--- src/hw/rtl/assert_macros.svh ---
// ----------------------------------------------------------------------------
// assert_macros.svh
// shared concurrent assertion macros, sampled on i_clk, off during reset
// ----------------------------------------------------------------------------
`ifndef ASSERT_MACROS_SVH
`define ASSERT_MACROS_SVH

// condition holds at every edge
`define ASSERT_ALWAYS(label, expr, msg) \
    label: assert property (@(posedge i_clk) disable iff (!i_rst_n) (expr)) \
        else $error(msg);

// consequence holds in the same cycle as the cause
`define ASSERT_IMPLIES(label, ante, cons, msg) \
    label: assert property (@(posedge i_clk) disable iff (!i_rst_n) (ante) |-> (cons)) \
        else $error(msg);

// consequence holds in the cycle after the cause
`define ASSERT_NEXT(label, ante, cons, msg) \
    label: assert property (@(posedge i_clk) disable iff (!i_rst_n) (ante) |=> (cons)) \
        else $error(msg);

`endif

--- src/hw/rtl/clnib_pkg.sv ---
// ----------------------------------------------------------------------------
// clnib_pkg
// types, codes and constant tables of the character lcd nibble interface
// ----------------------------------------------------------------------------
`default_nettype none

package clnib_pkg;

    // command codes on the func field
    localparam logic [1:0] FuncInit   = 2'd0;
    localparam logic [1:0] FuncWrite  = 2'd1;
    localparam logic [1:0] FuncCursor = 2'd2;

    // configuration register indexes
    localparam logic [1:0] CfgPowerUp   = 2'd0;
    localparam logic [1:0] CfgInitStep  = 2'd1;
    localparam logic [1:0] CfgEnableHi  = 2'd2;
    localparam logic [1:0] CfgClearWait = 2'd3;

    // configuration reset values
    localparam logic [7:0] RstPowerUp   = 8'd50;
    localparam logic [7:0] RstInitStep  = 8'd5;
    localparam logic [7:0] RstEnableHi  = 8'd1;
    localparam logic [7:0] RstClearWait = 8'd2;

    // sequencer step marks
    localparam logic [4:0] BareStart    = 5'd1;
    localparam logic [4:0] CmdStart     = 5'd9;
    localparam logic [4:0] LastByteStep = 5'd3;
    localparam logic [4:0] LastInitStep = 5'd28;
    localparam logic [2:0] ClearCmdIdx  = 3'd2;

    // bare init nibbles
    localparam logic [3:0] BareNib     = 4'h3;
    localparam logic [3:0] BareLastNib = 4'h2;
    localparam logic [1:0] BareLastIdx = 2'd3;

    localparam logic [7:0] SetAddrCmd = 8'h80;

    typedef struct packed {
        logic       is_init;
        logic       rs;
        logic [7:0] byte_val;
    } t_cmd;

    typedef struct packed {
        logic valid;
        t_cmd cmd;
    } t_head;

    typedef struct packed {
        logic [7:0] power_up_wait_ms;
        logic [7:0] init_step_wait_ms;
        logic [7:0] enable_high_ms;
        logic [7:0] clear_wait_ms;
    } t_cfg;

    function automatic logic [7:0] init_cmd(input logic [2:0] idx);
        logic [7:0] r;
        case (idx)
            3'd0: r = 8'h28;
            3'd1: r = 8'h08;
            3'd2: r = 8'h01;
            3'd3: r = 8'h06;
            3'd4: r = 8'h0C;
            default: r = 8'h00;
        endcase
        return r;
    endfunction

    function automatic logic [7:0] row_base(input logic [1:0] row);
        logic [7:0] r;
        case (row)
            2'd0: r = 8'h00;
            2'd1: r = 8'h40;
            2'd2: r = 8'h14;
            2'd3: r = 8'h54;
            default: r = 8'h00;
        endcase
        return r;
    endfunction

endpackage

`default_nettype wire

--- src/hw/rtl/clnib_if.sv ---
// ----------------------------------------------------------------------------
// clnib_if
// valid/ready channels for command words and pin state words
// ----------------------------------------------------------------------------
`default_nettype none

interface clnib_cmd_if;
    logic       valid;
    logic       ready;
    logic [1:0] func;
    logic [7:0] value;
    logic       is_data;
    logic [5:0] column;
    logic [1:0] row;

    modport source (output valid, func, value, is_data, column, row, input ready);
    modport sink   (input valid, func, value, is_data, column, row, output ready);
endinterface

interface clnib_pin_if;
    logic       valid;
    logic       ready;
    logic       reg_select;
    logic       enable;
    logic [3:0] nibble;
    logic [7:0] hold_ms;
    logic       last;

    modport source (output valid, reg_select, enable, nibble, hold_ms, last, input ready);
    modport sink   (input valid, reg_select, enable, nibble, hold_ms, last, output ready);
endinterface

`default_nettype wire

--- src/hw/rtl/char_lcd_nibble_interface.sv ---
// ----------------------------------------------------------------------------
// char_lcd_nibble_interface
// character lcd controller for a 4-bit bus, command words in, pin states out
// ----------------------------------------------------------------------------
// Each accepted command word yields a run of pin state words, one per clock
// when the sink keeps ready high: 29 for the init sequence, 4 for a byte
// write or a cursor move, none for an unknown code. The back sequencer
// emits one state per cycle while the sink is ready, so a command holds it
// until its last state is emitted; a QUEUE_DEPTH entry command queue lets
// new words be taken meanwhile. Configuration registers should be written
// only while no command is in flight.
`default_nettype none

module char_lcd_nibble_interface #(
    parameter int QUEUE_DEPTH = 2
) (
    input  wire logic       i_clk,
    input  wire logic       i_rst_n,
    clnib_cmd_if.sink       i_cmd,
    clnib_pin_if.source     o_pin,
    input  wire logic       i_cfg_we,
    input  wire logic [1:0] i_cfg_idx,
    input  wire logic [7:0] i_cfg_data
);

    clnib_pkg::t_cfg  r_cfg;
    clnib_pkg::t_cmd  push_cmd;
    clnib_pkg::t_head head;
    logic             push;
    logic             pop;
    logic             full;

    always_ff @(posedge i_clk) begin
        if (!i_rst_n) begin
            r_cfg.power_up_wait_ms  <= clnib_pkg::RstPowerUp;
            r_cfg.init_step_wait_ms <= clnib_pkg::RstInitStep;
            r_cfg.enable_high_ms    <= clnib_pkg::RstEnableHi;
            r_cfg.clear_wait_ms     <= clnib_pkg::RstClearWait;
        end else if (i_cfg_we) begin
            case (i_cfg_idx)
                clnib_pkg::CfgPowerUp:   r_cfg.power_up_wait_ms  <= i_cfg_data;
                clnib_pkg::CfgInitStep:  r_cfg.init_step_wait_ms <= i_cfg_data;
                clnib_pkg::CfgEnableHi:  r_cfg.enable_high_ms    <= i_cfg_data;
                clnib_pkg::CfgClearWait: r_cfg.clear_wait_ms     <= i_cfg_data;
                default: r_cfg <= r_cfg;
            endcase
        end
    end

    clnib_front u_front (
        .i_cmd      (i_cmd),
        .i_full     (full),
        .o_push     (push),
        .o_push_cmd (push_cmd)
    );

    clnib_queue #(
        .DEPTH (QUEUE_DEPTH)
    ) u_queue (
        .i_clk      (i_clk),
        .i_rst_n    (i_rst_n),
        .i_push     (push),
        .i_push_cmd (push_cmd),
        .i_pop      (pop),
        .o_full     (full),
        .o_head     (head)
    );

    clnib_back u_back (
        .i_clk   (i_clk),
        .i_rst_n (i_rst_n),
        .i_head  (head),
        .i_cfg   (r_cfg),
        .o_pop   (pop),
        .o_pin   (o_pin)
    );

endmodule

`default_nettype wire

--- src/hw/rtl/clnib_front.sv ---
// ----------------------------------------------------------------------------
// clnib_front
// accepts command words and turns them into byte descriptors for the queue
// ----------------------------------------------------------------------------
`default_nettype none

module clnib_front (
    clnib_cmd_if.sink       i_cmd,
    input  wire logic       i_full,
    output logic            o_push,
    output clnib_pkg::t_cmd o_push_cmd
);

    logic known;

    assign known = (i_cmd.func == clnib_pkg::FuncInit)
                || (i_cmd.func == clnib_pkg::FuncWrite)
                || (i_cmd.func == clnib_pkg::FuncCursor);

    assign i_cmd.ready = !i_full;
    // unknown codes are taken and dropped
    assign o_push = i_cmd.valid && !i_full && known;

    always_comb begin
        o_push_cmd.is_init = (i_cmd.func == clnib_pkg::FuncInit);
        o_push_cmd.rs      = (i_cmd.func == clnib_pkg::FuncWrite) && i_cmd.is_data;
        if (i_cmd.func == clnib_pkg::FuncCursor) begin
            o_push_cmd.byte_val = clnib_pkg::SetAddrCmd
                                | (8'(i_cmd.column) + clnib_pkg::row_base(i_cmd.row));
        end else begin
            o_push_cmd.byte_val = i_cmd.value;
        end
    end

endmodule

`default_nettype wire

--- src/hw/rtl/clnib_queue.sv ---
// ----------------------------------------------------------------------------
// clnib_queue
// short fifo of byte descriptors between front and back
// ----------------------------------------------------------------------------
`default_nettype none

`include "assert_macros.svh"

module clnib_queue #(
    parameter int DEPTH = 2
) (
    input  wire logic             i_clk,
    input  wire logic             i_rst_n,
    input  wire logic             i_push,
    input  wire clnib_pkg::t_cmd  i_push_cmd,
    input  wire logic             i_pop,
    output logic                  o_full,
    output clnib_pkg::t_head      o_head
);

    localparam int PtrW = (DEPTH > 1) ? $clog2(DEPTH) : 1;
    localparam int CntW = $clog2(DEPTH + 1);

    clnib_pkg::t_cmd r_mem [DEPTH];
    logic [PtrW-1:0] r_wr_ptr, n_wr_ptr;
    logic [PtrW-1:0] r_rd_ptr, n_rd_ptr;
    logic [CntW-1:0] r_count,  n_count;

    assign o_full       = (r_count == CntW'(DEPTH));
    assign o_head.valid = (r_count != '0);
    assign o_head.cmd   = r_mem[r_rd_ptr];

    always_comb begin
        n_wr_ptr = r_wr_ptr;
        n_rd_ptr = r_rd_ptr;
        n_count  = r_count;
        if (i_push) begin
            n_wr_ptr = (r_wr_ptr == PtrW'(DEPTH - 1)) ? '0 : r_wr_ptr + 1'b1;
        end
        if (i_pop) begin
            n_rd_ptr = (r_rd_ptr == PtrW'(DEPTH - 1)) ? '0 : r_rd_ptr + 1'b1;
        end
        if (i_push && !i_pop) begin
            n_count = r_count + 1'b1;
        end else if (!i_push && i_pop) begin
            n_count = r_count - 1'b1;
        end
    end

    always_ff @(posedge i_clk) begin
        if (!i_rst_n) begin
            r_wr_ptr <= '0;
            r_rd_ptr <= '0;
            r_count  <= '0;
        end else begin
            r_wr_ptr <= n_wr_ptr;
            r_rd_ptr <= n_rd_ptr;
            r_count  <= n_count;
        end
    end

    always_ff @(posedge i_clk) begin
        if (i_push) begin
            r_mem[r_wr_ptr] <= i_push_cmd;
        end
    end

    `ASSERT_ALWAYS(a_count_max, r_count <= CntW'(DEPTH), "queue count beyond depth")
    `ASSERT_IMPLIES(a_no_overflow, i_push, !o_full, "push into full queue")
    `ASSERT_IMPLIES(a_no_underflow, i_pop, r_count != '0, "pop from empty queue")

endmodule

`default_nettype wire

--- src/hw/rtl/clnib_back.sv ---
// ----------------------------------------------------------------------------
// clnib_back
// steps through the pin states of the command at the queue head
// ----------------------------------------------------------------------------
`default_nettype none

`include "assert_macros.svh"

module clnib_back (
    input  wire logic              i_clk,
    input  wire logic              i_rst_n,
    input  wire clnib_pkg::t_head  i_head,
    input  wire clnib_pkg::t_cfg   i_cfg,
    output logic                   o_pop,
    clnib_pin_if.source            o_pin
);

    logic [4:0] r_step, n_step;
    logic [3:0] r_lines;
    logic       r_o_valid;
    logic       r_o_sel;
    logic       r_o_en;
    logic [3:0] r_o_nib;
    logic [7:0] r_o_hold;
    logic       r_o_last;

    logic       advance;
    logic       is_init;
    logic [4:0] bare_step;
    logic [4:0] byte_step;
    logic [2:0] cmd_idx;
    logic [7:0] byte_val;
    logic       c_sel;
    logic       c_en;
    logic [3:0] c_nib;
    logic [7:0] c_hold;
    logic       c_last;

    assign is_init = i_head.cmd.is_init;
    assign advance = i_head.valid && (!r_o_valid || o_pin.ready);
    assign o_pop   = advance && c_last;

    always_comb begin
        bare_step = r_step - clnib_pkg::BareStart;
        byte_step = is_init ? (r_step - clnib_pkg::CmdStart) : r_step;
        cmd_idx   = byte_step[4:2];
        byte_val  = is_init ? clnib_pkg::init_cmd(cmd_idx) : i_head.cmd.byte_val;
        c_sel     = is_init ? 1'b0 : i_head.cmd.rs;
        c_en      = ~byte_step[0];
        c_nib     = byte_step[1] ? byte_val[3:0] : byte_val[7:4];
        if (c_en) begin
            c_hold = i_cfg.enable_high_ms;
        end else if (is_init && cmd_idx == clnib_pkg::ClearCmdIdx && byte_step[1]) begin
            c_hold = i_cfg.clear_wait_ms;
        end else begin
            c_hold = '0;
        end
        if (is_init && r_step == '0) begin
            // power-up wait keeps the lines as they were
            c_en   = 1'b0;
            c_nib  = r_lines;
            c_hold = i_cfg.power_up_wait_ms;
        end else if (is_init && r_step < clnib_pkg::CmdStart) begin
            c_en   = ~bare_step[0];
            c_nib  = (bare_step[2:1] == clnib_pkg::BareLastIdx) ?
                     clnib_pkg::BareLastNib : clnib_pkg::BareNib;
            c_hold = c_en ? i_cfg.enable_high_ms : i_cfg.init_step_wait_ms;
        end
        c_last = is_init ? (r_step == clnib_pkg::LastInitStep)
                         : (r_step == clnib_pkg::LastByteStep);
        n_step = c_last ? '0 : r_step + 1'b1;
    end

    always_ff @(posedge i_clk) begin
        if (!i_rst_n) begin
            r_step    <= '0;
            r_lines   <= '0;
            r_o_valid <= 1'b0;
        end else begin
            if (advance) begin
                r_step    <= n_step;
                r_lines   <= c_nib;
                r_o_valid <= 1'b1;
            end else if (o_pin.ready) begin
                r_o_valid <= 1'b0;
            end
        end
    end

    always_ff @(posedge i_clk) begin
        if (advance) begin
            r_o_sel  <= c_sel;
            r_o_en   <= c_en;
            r_o_nib  <= c_nib;
            r_o_hold <= c_hold;
            r_o_last <= c_last;
        end
    end

    assign o_pin.valid      = r_o_valid;
    assign o_pin.reg_select = r_o_sel;
    assign o_pin.enable     = r_o_en;
    assign o_pin.nibble     = r_o_nib;
    assign o_pin.hold_ms    = r_o_hold;
    assign o_pin.last       = r_o_last;

    `ASSERT_ALWAYS(a_step_max, r_step <= clnib_pkg::LastInitStep, "step beyond init length")
    `ASSERT_ALWAYS(a_byte_steps, is_init || r_step <= clnib_pkg::LastByteStep, "byte overrun")
    `ASSERT_NEXT(a_pop_restart, o_pop, r_step == '0 && r_o_valid && r_o_last, "no restart")

endmodule

`default_nettype wire

--- src/flat_wrapper.sv ---
// flat-port wrapper written by rule: the top's interface ports become plain ports
module char_lcd_nibble_interface_flat 
#(
    parameter int QUEUE_DEPTH = 2
)
  (i_clk, i_rst_n, i_cfg_we, i_cfg_idx, i_cfg_data, i_cmd_valid, i_cmd_func, i_cmd_value, i_cmd_is_data, i_cmd_column, i_cmd_row, i_cmd_ready, o_pin_valid, o_pin_reg_select, o_pin_enable, o_pin_nibble, o_pin_hold_ms, o_pin_last, o_pin_ready);
  clnib_cmd_if i_cmd_i ();
  clnib_pin_if o_pin_i ();
  input  wire logic i_clk;
  input  wire logic i_rst_n;
  input  wire logic i_cfg_we;
  input  wire logic [1:0] i_cfg_idx;
  input  wire logic [7:0] i_cfg_data;
  input wire logic [$bits(i_cmd_i.valid)-1:0] i_cmd_valid;
  input wire logic [$bits(i_cmd_i.func)-1:0] i_cmd_func;
  input wire logic [$bits(i_cmd_i.value)-1:0] i_cmd_value;
  input wire logic [$bits(i_cmd_i.is_data)-1:0] i_cmd_is_data;
  input wire logic [$bits(i_cmd_i.column)-1:0] i_cmd_column;
  input wire logic [$bits(i_cmd_i.row)-1:0] i_cmd_row;
  output wire logic [$bits(i_cmd_i.ready)-1:0] i_cmd_ready;
  output wire logic [$bits(o_pin_i.valid)-1:0] o_pin_valid;
  output wire logic [$bits(o_pin_i.reg_select)-1:0] o_pin_reg_select;
  output wire logic [$bits(o_pin_i.enable)-1:0] o_pin_enable;
  output wire logic [$bits(o_pin_i.nibble)-1:0] o_pin_nibble;
  output wire logic [$bits(o_pin_i.hold_ms)-1:0] o_pin_hold_ms;
  output wire logic [$bits(o_pin_i.last)-1:0] o_pin_last;
  input wire logic [$bits(o_pin_i.ready)-1:0] o_pin_ready;
  assign i_cmd_i.valid = i_cmd_valid;
  assign i_cmd_i.func = i_cmd_func;
  assign i_cmd_i.value = i_cmd_value;
  assign i_cmd_i.is_data = i_cmd_is_data;
  assign i_cmd_i.column = i_cmd_column;
  assign i_cmd_i.row = i_cmd_row;
  assign i_cmd_ready = i_cmd_i.ready;
  assign o_pin_valid = o_pin_i.valid;
  assign o_pin_reg_select = o_pin_i.reg_select;
  assign o_pin_enable = o_pin_i.enable;
  assign o_pin_nibble = o_pin_i.nibble;
  assign o_pin_hold_ms = o_pin_i.hold_ms;
  assign o_pin_last = o_pin_i.last;
  assign o_pin_i.ready = o_pin_ready;
  char_lcd_nibble_interface #(.QUEUE_DEPTH(QUEUE_DEPTH)) u_core (.i_clk(i_clk), .i_rst_n(i_rst_n), .i_cmd(i_cmd_i), .o_pin(o_pin_i), .i_cfg_we(i_cfg_we), .i_cfg_idx(i_cfg_idx), .i_cfg_data(i_cfg_data));
endmodule
--- config.mk ---
export PLATFORM = sky130hd
export DESIGN_NAME = char_lcd_nibble_interface_flat
export DESIGN_NICKNAME = d
export VERILOG_FILES = /design/src/hw/rtl/clnib_pkg.sv /design/src/hw/rtl/clnib_if.sv /design/src/hw/rtl/char_lcd_nibble_interface.sv /design/src/hw/rtl/clnib_front.sv /design/src/hw/rtl/clnib_queue.sv /design/src/hw/rtl/clnib_back.sv /design/src/flat_wrapper.sv
export VERILOG_INCLUDE_DIRS = /design/src /design/src/hw/rtl
export SDC_FILE = /design/constraint.sdc
export NUM_CORES = 1
export LEC_CHECK = 0
export BUFFER_PORTS_ARGS = -buffer_cell sky130_fd_sc_hd__buf_2
export CAP_MARGIN = 20
export CORE_MARGIN = 2
export CORE_UTILIZATION = 48
export CTS_BUF_LIST = sky130_fd_sc_hd__clkbuf_4 sky130_fd_sc_hd__clkbuf_8 sky130_fd_sc_hd__clkbuf_16
export DETAILED_ROUTE_END_ITERATION = 8
export PLACE_DENSITY = 0.66
export RECOVER_POWER = 50
export SLEW_MARGIN = 5
export SYNTH_ARGS = -nofsm -noshare
export SYNTH_HDL_FRONTEND = slang
export SYNTH_SLANG_ARGS = --single-unit
--- constraint.sdc ---
create_clock -name i_clk -period 5.8 [get_ports i_clk]
set_clock_uncertainty 0.1 [all_clocks]
set_input_delay 1.16 -clock i_clk [delete_from_list [all_inputs] [get_ports i_clk]]
set_output_delay 1.16 -clock i_clk [all_outputs]
set_load 0.01 [all_outputs]
# Yosys cells after proc, flatten, opt, wreduce, memory -nomap -nowiden
# Memories as Yosys holds them, arrays and structs flattened. A register that Yosys moved wholly into a read port is not among the register bits.
# Cells that the tools add are included.
# totals
reg_bits,61
mem_bits_rw,20
in_bits,34
out_inout_bits,17
elab_cells,101
n_memories,1
# classes
add_sub_neg,8
order_cmp,1
eq_ne,16
n_mux,28
n_bitwise,2
reduce_logical,30
# mem_list
name,words,word_bits,rd,rd_ports_with_merged_regs,wr,line_no,source
u_core.u_queue.r_mem,2,10,1,1,1,clnib_queue.sv:24,clnib_pkg::t_cmd r_mem [DEPTH];
# op_table
op,count
8-bit 2-to-1 mux,7
6-bit case mux with 5 select lines,1
7-bit case mux with 4 select lines,1
2-bit equality test (second input constant),7
4-bit 2-to-1 mux,3
1-bit logical AND,11
1-bit 2-to-1 mux,11
5-bit 2-to-1 mux,2
2-bit AND reduction,4
6-bit by 7-bit adder with 7-bit output,1
7-bit 2-to-1 mux,1
2-bit by 1-bit equality test with 1-bit output (second input constant),3
3-bit by 2-bit equality test with 1-bit output (second input constant),2
2-bit zero test,3
2-bit nonzero test,3
5-bit by 1-bit adder with 5-bit output (second input constant),1
5-bit by 2-bit equality test with 1-bit output (second input constant),1
5-bit equality test (second input constant),1
5-bit zero test,1
5-bit by 4-bit less-than comparator with 1-bit output (second input constant),1
5-bit by 4-bit subtractor with 5-bit output (second input constant),1
1-bit zero test,4
2-bit 2-to-1 mux,2
3-bit by 1-bit equality test with 1-bit output (second input constant),1
other kinds (8),12

# Depth between registers and ports, before layout
# Gate-level depths: netlist of run 1.
# logic_depth
word_depth,9
depth_mapped,9
mapped_depth_nobuf,7

# Cells and area by module
# From an unflattened synthesis of run 1, not the netlist that was laid out.
# hier_totals
hier_cells,416
area_unflattened_um2,4131.5
# by_module_without_submodules
module,instances,cells_each,area_per_inst_um2,seq_area_each_um2
clnib_back,1,198,1720.4,650.6
char_lcd_nibble_interface,1,126,1265.0,640.6
clnib_queue,1,53,939.7,700.7
clnib_front,1,39,206.4,0.0

# Least setup slack after synthesis of run 1
# OpenSTA, ideal clock, no wires.
# synth_timing
path_kind,input-to-reg
from,in o_pin_ready
to,reg u_core.u_back.r_lines[1]
setup_time_ps,173
t_arrival_ps,2362
required_ps,5527
slack_ps,3165
stages,6
path_buffers,1
path_cell_list,nor2b_1 > nor2_1 > clkbuf_1 > nand2_1 > o21ai_0 > a311oi_1
# synth_via
elab_chain_cells,2
# synth_rtl
element,line_no,source
from (decl),flat_wrapper.sv:27,input wire logic [$bits(o_pin_i.ready)-1:0] o_pin_ready;
1-bit logical OR,clnib_back.sv:40,assign advance = i_head.valid && (!r_o_valid || o_pin.ready);
1-bit logical AND,clnib_back.sv:40,
named net u_core.u_back.advance,clnib_back.sv:27,logic advance;
to (signal assigned),clnib_back.sv:82,r_lines <= c_nib;
to (decl),clnib_back.sv:19,logic [3:0] r_lines;
# The timed path passes the listed nets, and every way through them passes these cells.
# A chain may end at the register's enable or synchronous reset.

# Final worst setup path of run 1
# layout_timing
from,in o_pin_ready
to,reg u_core.u_back.r_lines[1]
# layout_via
elab_chain_cells,2
# layout_rtl
element,line_no
1-bit logical OR,clnib_back.sv:40
1-bit logical AND,clnib_back.sv:40
# Every way passes these cells.

==> qor.yml, run 1 <==
status: "finished, violations left"
violations: "capacitance limit, slew limit"
cp_top_family: "buffers and inverters"
critPathKind: "input pin to flip-flop"
via_per_inst: 5.60
cts.repair.resized: 0
drtIter0Drc: 112
cts_inserted_buffers: 9
initial_core_util: 0.489
regArea_um2: 1990
worstReg2RegStart: "u_core.u_back.r_step[0]"
startpoint_type: "input pin"
rr_worst_depth: 6
synth_area_um2: 3980
arrival_ns: 3.47
crit_buf_inv: 2
n_antenna_cell: 0
nNetsFinal: 458
avgSynthCellArea_um2: 10.5
area_growth_pct: 12.8
whs_endpoint: "u_core.r_cfg[4]"
cts_tree: "built"
finalHoldViolations: 0
setup_viol: 0
cts.reportedPaths.clkPinSlew_ns: 0.09
die_area_um2: 9030
reg2reg_slack_ns: 2.96
final_common_cell: "nand2_1"
min_from: "u_core.r_cfg[4]"
die-height_um: 95.0
final_cell_mix: "nand2_1 (57), dfxtp_1 (47), buf_2 (46)"
cts.sinks: 82
globalRouteMet2Util: 0.319
final_core_util: 0.552
grt_first_pass_wirelength_um: 13900
required_ns: 5.97
vias: 2950
irDropWorstVdd_v: 0.000171
maxCapViolations: 1
drv_slew: 46
power_leakage_uw: 0.00166
post_cts_buffers: 0
synth_seq_cells: 82
cts_hold_buf: 0
met3_usage: 0.0443
clock_latency_ns: 0.35
powerDensity_nw_per_um2: 337
fin_crit_sh: 0.570
first_pass_iters: 5
ys_warn_count: 0
rows: 33
cts_buffer_depth: 2
crit_path_max_incr_delay_ns: 1.05
fin_tns_setup_ns: 0
max_slew_margin: -0.138
fillers: 712
grt_pass1_vias: 2803
routedWlPerCell_um: 16.3
rsz0062_at_grt: "false"
tightest_slew_ns: 1.71
hold_class: "flip-flop to flip-flop"
critPathMaxFanout: 27
multi_input_area_um2: 1850
dpl.hpwl_um: 5860
whs_path_depth: 2
path_cells: "buf_2 -> nor2b_1 -> nor2_2 -> clkbuf_1 -> o21ai_0 -> nor2b_1 -> a311oi_1"
grt_busiest_layer: "met2"
cp_slowest_cell: "clkbuf_1"
die_x_um: 95.0
htree_levels: 3
antenna_found_initial: 0
wl_um: 8600
final_layout_size_suffix_gt1_frac: 0.187
synthFlopType: "dfxtp_1"
ant_nets: 0
gr-usage-met1: 0.286
cp-end-kind: "flip-flop"
fmax_ghz: 0.303
yosysUniqueCellTypes: 51
crit_top_cell: "nor2b_1"
grt_overflow_total: 0
drc: 0
postSynthCellCount: 379
grtUsageTotal: 0.205
synth_edf_count: 35
r2r-end: "u_core.u_back.o_pin.hold_ms[5]"
cts_root_buf: "clkbuf_8"
synth-async-reset-ratio: 0
period_needed_ns: 3.30
coreArea_um2: 8130
synth_nets: 420
yosysSeqAreaShare: 0.501
port_buffers: 50
place.gp.congestion: 0.858
io_pins: 51
grt_max_degree: 46
==> registers in the layout (all words and copies together), names as in the netlist, named ones only <==
name,count
u_core.u_back.o_pin.valid,1
u_core.u_back.o_pin.last,1
u_core.u_back.r_step,5
u_core.r_cfg,32
u_core.u_queue.r_rd_ptr,1
u_core.u_queue.r_wr_ptr,1
u_core.u_back.r_lines,4
u_core.u_queue.r_count,2
u_core.u_back.o_pin.reg_select,1
u_core.u_back.o_pin.hold_ms,8
u_core.u_back.o_pin.enable,1
u_core.u_queue.r_mem,20
u_core.u_back.o_pin.nibble,4
==> cell families (layout without fill, tap and decap cells) <==
family / Yosys count / in the layout / share of synthesized area
AOI/OAI and AO/OA: 76 / 76 / 0.143
DFF: 82 / 82 / 0.501
adders and majority gates: 7 / 7 / 0.0220
and+or+nand+nor: 134 / 134 / 0.167
xor gates and xnor gates: 14 / 14 / 0.0308
muxes: 35 / 35 / 0.100
buffers and inverters: 31 / 74 / 0.0356
==> layer usage <==
layer / share of wire / vias to the layer above
met1: 0.46 / 1409
met4: 0.015 / 0
li1: - / 1440
met2: 0.47 / 90
met3: 0.059 / 11
met5: 0 / -
==> metrics by stage <==
step                instance area, um^2  setup WS (ns)  hold slack, ns  cells  total power, uW
floorplan                          3980           3.16           0.341    379              945
global placement                   4250           2.90           0.352    510             1030
detailed placement                 4250           2.75           0.361    510             1040
CTS                                4490           2.74           0.374    526             1520
global route                       4490           2.29           0.401    527             1580
finish                             4490           2.50           0.375    527             1510
==> area by class of cell <==
type / count / area share
Sequential cell: 82 / 0.444
Clock buffer: 11 / 0.0337
Multi-Input combinational cell: 266 / 0.411
Tap cell: 105 / 0.0293
Inverter: 5 / 0.00418
Timing Repair Buffer: 53 / 0.0588
Clock inverter: 5 / 0.0187
==> worst max-delay path by stage <==
stage,startpoint,cells after the start,slack [ns],to
3_3_place_gp,flip-flop,6,2.90,u_core.u_queue.r_count[1]
6_report,o_pin_ready,7,2.50,u_core.u_back.r_lines[1]
5_1_grt,o_pin_ready,7,2.29,u_core.u_back.r_lines[1]
3_5_place_dp,flip-flop,6,2.75,u_core.u_queue.r_count[1]
2_1_floorplan,o_pin_ready,6,3.16,u_core.u_back.r_lines[1]
4_1_cts,flip-flop,6,2.74,u_core.u_queue.r_count[1]
==> worst reg2reg max path: stages, from the launching register on <==
cell,delay (ns)
dfxtp_1,0.89
inv_1,0.24
ha_1,0.56
nor2_1,0.14
o2111a_2,0.24
a221oi_1,0.34
a21oi_1,0.07
==> power by group <==
part | switching (uW) | leakage, uW | internal [uW]
clock network | 216 | 0.000120 | 269
registers | 37.4 | 0.000713 | 664
logic | 195 | 0.000824 | 132
total | 448 | 0.00166 | 1060
==> cell usage after synthesis (4+ instances only) <==
library cell | n | area (um^2)
mux2i_1 | 26 | 260
clkbuf_1 | 15 | 56.3
nor2_1 | 19 | 71.3
xnor2_1 | 10 | 87.6
o21ai_0 | 11 | 55.1
buf_2 | 8 | 40.0
xor2_1 | 4 | 35.0
a221oi_1 | 11 | 96.3
and2_1 | 5 | 31.3
ha_1 | 7 | 87.6
dfxtp_1 | 47 | 941
edfxtp_1 | 35 | 1050
a21boi_0 | 17 | 128
mux2_2 | 5 | 56.3
nand2_1 | 57 | 214
a21oi_1 | 11 | 55.1
o2bb2ai_1 | 8 | 70.1
nor2b_1 | 17 | 106
inv_1 | 5 | 18.8
nand2b_1 | 5 | 31.3
nand3_1 | 11 | 55.1
Note: power is estimated with default switching activity, not from simulation.
==> inputs of run 2 (changes only) <==
PLACE_DENSITY = 0.69   (was 0.66)
clock period = 2.74 ns   (was 5.8 ns; I/O delays follow)
==> qor.yml, run 2 (synthesis gave the netlist of run 1 again) <==
rsz0062_at_grt: "false"
fin_tns_setup_ns: 0
nNetsFinal: 466
dpl.hpwl_um: 5920
power_leakage_uw: 0.00167
internal_power_uw: 2050
die-height_um: 95.0
via_per_inst: 5.49
finalHoldViolations: 0
area_growth_pct: 12.7
coreArea_um2: 8130
grt_first_pass_wirelength_um: 13600
grt_overflow_total: 0
period_needed_ns: 2.35
combPwrFrac: 0.251
cts.repair.resized: 0
grt_max_degree: 46
worstReg2RegStart: "u_core.u_back.r_step[2]"
port_buffers: 50
n_antenna_cell: 0
cts_hold_buf: 0
power_frac_seq: 0.486
critPathKind: "flip-flop to flip-flop"
drv_slew: 46
final_cell_mix: "nand2_1 (57), dfxtp_1 (47), buf_2 (46)"
clock_latency_ns: 0.35
fmax_ghz: 0.426
fillers: 731
routedWlPerCell_um: 15.8
io_pins: 51
arrival_ns: 2.51
powerDensity_nw_per_um2: 665
max_slew_margin: -0.179
status: "finished, violations left"
tightest_slew_ns: 1.77
power.share.clock: 0.263
layout_setup_ws_ns: 0.390
drc: 0
wl_um: 8430
irDropWorstVdd_v: 0.000357
antenna_found_initial: 0
grt_pass1_vias: 2777
rows: 33
largest_register: "u_core.r_cfg"
cts.reportedPaths.clkPinSlew_ns: 0.08
p_sw_uw: 928
violations: "capacitance limit, slew limit"
largest_reg_flops: 32
critPathMaxFanout: 17
cts_root_buf: "clkbuf_8"
cp-end-kind: "flip-flop"
final_common_cell: "nand2_1"
critPathLaunch: "u_core.u_back.r_step[2]"
drtIter0Drc: 143
p_sw_frac: 0.311
cts_inserted_buffers: 9
vias: 2936
startpoint_type: "flip-flop"
hold_class: "input pin to flip-flop"
cts_tree: "built"
required_ns: 2.90
fin_crit_sh: 0.858
initial_core_util: 0.489
cts_buffer_depth: 2
cts.sinks: 82
setup_viol: 0
place.gp.congestion: 0.890
final_layout_size_suffix_gt1_frac: 0.202
grtUsageTotal: 0.198
post-place-ws_ns: 0.424
post_cts_buffers: 0
die_x_um: 95.0
maxCapViolations: 1
die_area_um2: 9030
first_pass_iters: 4
htree_levels: 3
ant_nets: 0
min_from: "i_cfg_data[1]"
[run 2: changes by cell type in the layout (fill, tap and decap cells not counted)]
cell,change
clkbuf_1,-1
nor2_1,+1
clkinvlp_4,+1
clkbuf_8,-2
clkinv_2,+3
nor2_2,-1
buf_4,+9
inv_4,-1
clkinv_4,-1
clkbuf_4,+2
bufinv_16,-2
[run 2: worst paths after layout]
check	end	slack, ns	depth (start not counted)
worst max-delay path	u_core.u_queue.r_count[1]	0.39	6
worst min-delay path	u_core.r_cfg[1]	0.37	3
worst max register to register	u_core.u_queue.r_count[1]	0.39	6
worst min register to register	u_core.r_cfg[1]	0.37	2
[run 2: cell type report]
cell class / count / area, um^2 / share of cell area
Multi-Input combinational cell: 266 / 1840 / 0.411
Tap cell: 105 / 131 / 0.0293
Clock inverter: 5 / 31.3 / 0.00698
Timing Repair Buffer: 61 / 328 / 0.0731
Sequential cell: 82 / 1990 / 0.444
Clock buffer: 11 / 139 / 0.0310
Inverter: 5 / 18.8 / 0.00419
[run 2: power by group through the flow]
stage / Sequential [uW] / Combinational, uW / Clock, uW
floorplan: 1490 / 510 / 0
global placement: 1470 / 735 / 0
detailed placement: 1480 / 750 / 0
CTS: 1450 / 752 / 794
finish: 1450 / 747 / 785
global route: 1460 / 826 / 850
[run 2: metal layers]
layer  share of wire  global-route usage  routed length (um)  vias to the layer above
li1                -                   -                   -                     1461
met1            0.46               0.268                3880                     1395
met2            0.48               0.317                4090                       72
met3           0.043              0.0411                 363                        8
met4           0.011              0.0676                  93                        0
met5               0                   0                   0                        -
[run 2: critical path: stages, from the launching register on]
cell and delay, ns:
dfxtp_1 0.66, nor3_1 0.15, and4_1 0.24, o21ai_1 0.24, ha_1 0.31, or3_1 0.36
a21boi_0 0.20
[run 2: per-stage QoR]
| step | std cells | util | area (um^2) | hold WS [ns] | total power [uW] |
|---|---|---|---|---|---|
| 2_1_floorplan | 379 | - | 3980 | 0.341 | 2000 |
| 3_3_place_gp | 519 | 0.531 | 4320 | 0.351 | 2210 |
| 3_5_place_dp | 519 | 0.531 | 4320 | 0.362 | 2230 |
| 4_1_cts | 535 | 0.552 | 4490 | 0.354 | 3000 |
| 5_1_grt | 535 | 0.551 | 4480 | 0.372 | 3140 |
| 6_report | 535 | 0.551 | 4480 | 0.367 | 2980 |
==> inputs of run 3 (changes only) <==
clock period = 2.1 ns   (was 2.74 ns; I/O delays follow)
==> qor.yml, run 3 (synthesis gave the netlist of run 1 again) <==
post-place-ws_ns: 0.00188
port_buffers: 50
final_cell_mix: "nand2_1 (57), dfxtp_1 (46), edfxtp_1 (35)"
powerDensity_nw_per_um2: 892
critPathMaxFanout: 4
wl_um: 8960
rows: 33
whs_path_depth: 3
ant_nets: 0
grtUsageTotal: 0.209
min_from: "i_cfg_data[2]"
final_cells: 558
cp_slowest_cell: "or3_1"
grt_pass1_vias: 2907
period_needed_ns: 2.02
cts.reportedPaths.clkPinSlew_ns: 0.09
final_core_util: 0.581
power_leakage_uw: 0.00175
hold_ws_ns: 0.224
first_pass_iters: 4
cp_top_family: "simple AND/OR/NAND/NOR gates"
status: "completed"
p_sw_uw: 1300
cts_inserted_buffers: 9
internal_power_uw: 2920
fillers: 700
vias: 3051
max_slew_margin: 0.271
routedWlPerCell_um: 16.0
cts_hold_buf: 0
irDropWorstVdd_v: 0.000532
clock_latency_ns: 0.35
grt_max_degree: 31
place.gp.congestion: 0.858
coreArea_um2: 8130
power_frac_seq: 0.448
htree_levels: 3
grt_first_pass_wirelength_um: 14300
die_x_um: 95.0
rr_worst_depth: 6
io_pins: 51
fin_crit_sh: 0.962
dpl.hpwl_um: 6260
crit_path_max_incr_delay_ns: 0.37
layout_setup_ws_ns: 0.0804
final_layout_size_suffix_gt1_frac: 0.232
largest_reg_flops: 32
power.share.clock: 0.293
finalHoldViolations: 0
combPwrFrac: 0.260
placed_cells: 534
critPathLaunch: "u_core.u_back.r_step[0]"
grt_overflow_total: 0
arrival_ns: 2.20
worstReg2RegStart: "u_core.u_back.r_step[0]"
nNetsFinal: 489
tightest_slew_ns: 1.09
crit_buf_inv: 0
die-height_um: 95.0
area_growth_pct: 18.9
cp-end-kind: "flip-flop"
p_sw_frac: 0.308
cts_root_buf: "clkbuf_8"
fmax_ghz: 0.495
drc: 0
largest_register: "u_core.r_cfg"
cts_buffer_depth: 2
startpoint_type: "flip-flop"
final_common_cell: "nand2_1"
drv_slew: 0
critPathKind: "flip-flop to flip-flop"
maxCapViolations: 0
die_area_um2: 9030
via_per_inst: 5.47
antenna_found_initial: 0
path_cells: "or2_2 -> nor3_4 -> o21ai_2 -> ha_1 -> or3_1 -> a21boi_0"
rsz0062_at_grt: "true"
initial_core_util: 0.489
cp_num_cells: 6
cts.sinks: 82
n_antenna_cell: 0
required_ns: 2.28
hold_class: "input pin to flip-flop"
drtIter0Drc: 137
setup_viol: 0
cts_tree: "built"
-- run 3: cell count changes in the layout (fill, tap and decap cells not counted), sizes merged --
cell           before  now
clkdlybuf4s15       0    1
inv                 6    8
bufinv              0    1
clkinv              3    0
clkinvlp            1    2
buf                57   60
clkbuf             15   33
-- run 3: path summary, 6_finish.rpt --
| check | to | slack [ns] |
|---|---|---|
| setup / recovery | u_core.u_queue.r_count[1] | 0.08 |
| hold / removal | u_core.r_cfg[18] | 0.22 |
| setup reg to reg | u_core.u_queue.r_count[1] | 0.08 |
| hold reg to reg | u_core.r_cfg[1] | 0.37 |
-- run 3: worst register-to-register path, delay by kind of cell (launching register included) --
family | cells | cell delay [ns]
and+or+nand+nor | 3 | 0.95
DFF | 1 | 0.34
adders and majority gates | 1 | 0.31
AOI/OAI and AO/OA | 2 | 0.25
-- run 3: cell type report --
cell class                 count  area, um^2  share of cell area
clock buffer                  10         149              0.0315
tap                          105         131              0.0278
sequential                    82        1990               0.422
timing repair buffer          84         473               0.100
inverter                       5        18.8             0.00397
multi-input combinational    266        1890               0.400
clock inverter                 6        68.8              0.0146
-- run 3: per-layer routing --
layer	GRT usage	part of all wire
met4	0.0556	0.0073
met1	0.278	0.45
met2	0.345	0.50
met3	0.0466	0.040
met5	0	0
-- run 3: through the flow --
stage / TNS (ns) / instance area (um^2) / total power (uW)
2_1_floorplan: 0 / 3980 / 2610
3_3_place_gp: 0 / 4430 / 2950
3_5_place_dp: 0 / 4430 / 2980
4_1_cts: 0 / 4660 / 4210
5_1_grt: -0.00945 / 4730 / 4430
6_report: 0 / 4730 / 4220
-- run 3: power groups by stage --
stage	sequential [uW]	clock, uW	combinational [uW]
final	1890	1230	1090
after global routing	1900	1330	1200
after CTS	1890	1260	1060
after detailed placement	1920	0	1060
after global placement	1920	0	1030
after floorplan	1950	0	665
-- run 3: what timing repair did --
action,CTS,global route
gates resized for setup,1,10
pin swaps,0,1
gates cloned,0,1
endpoints found under the setup margin,1,6
buffers inserted,0,7
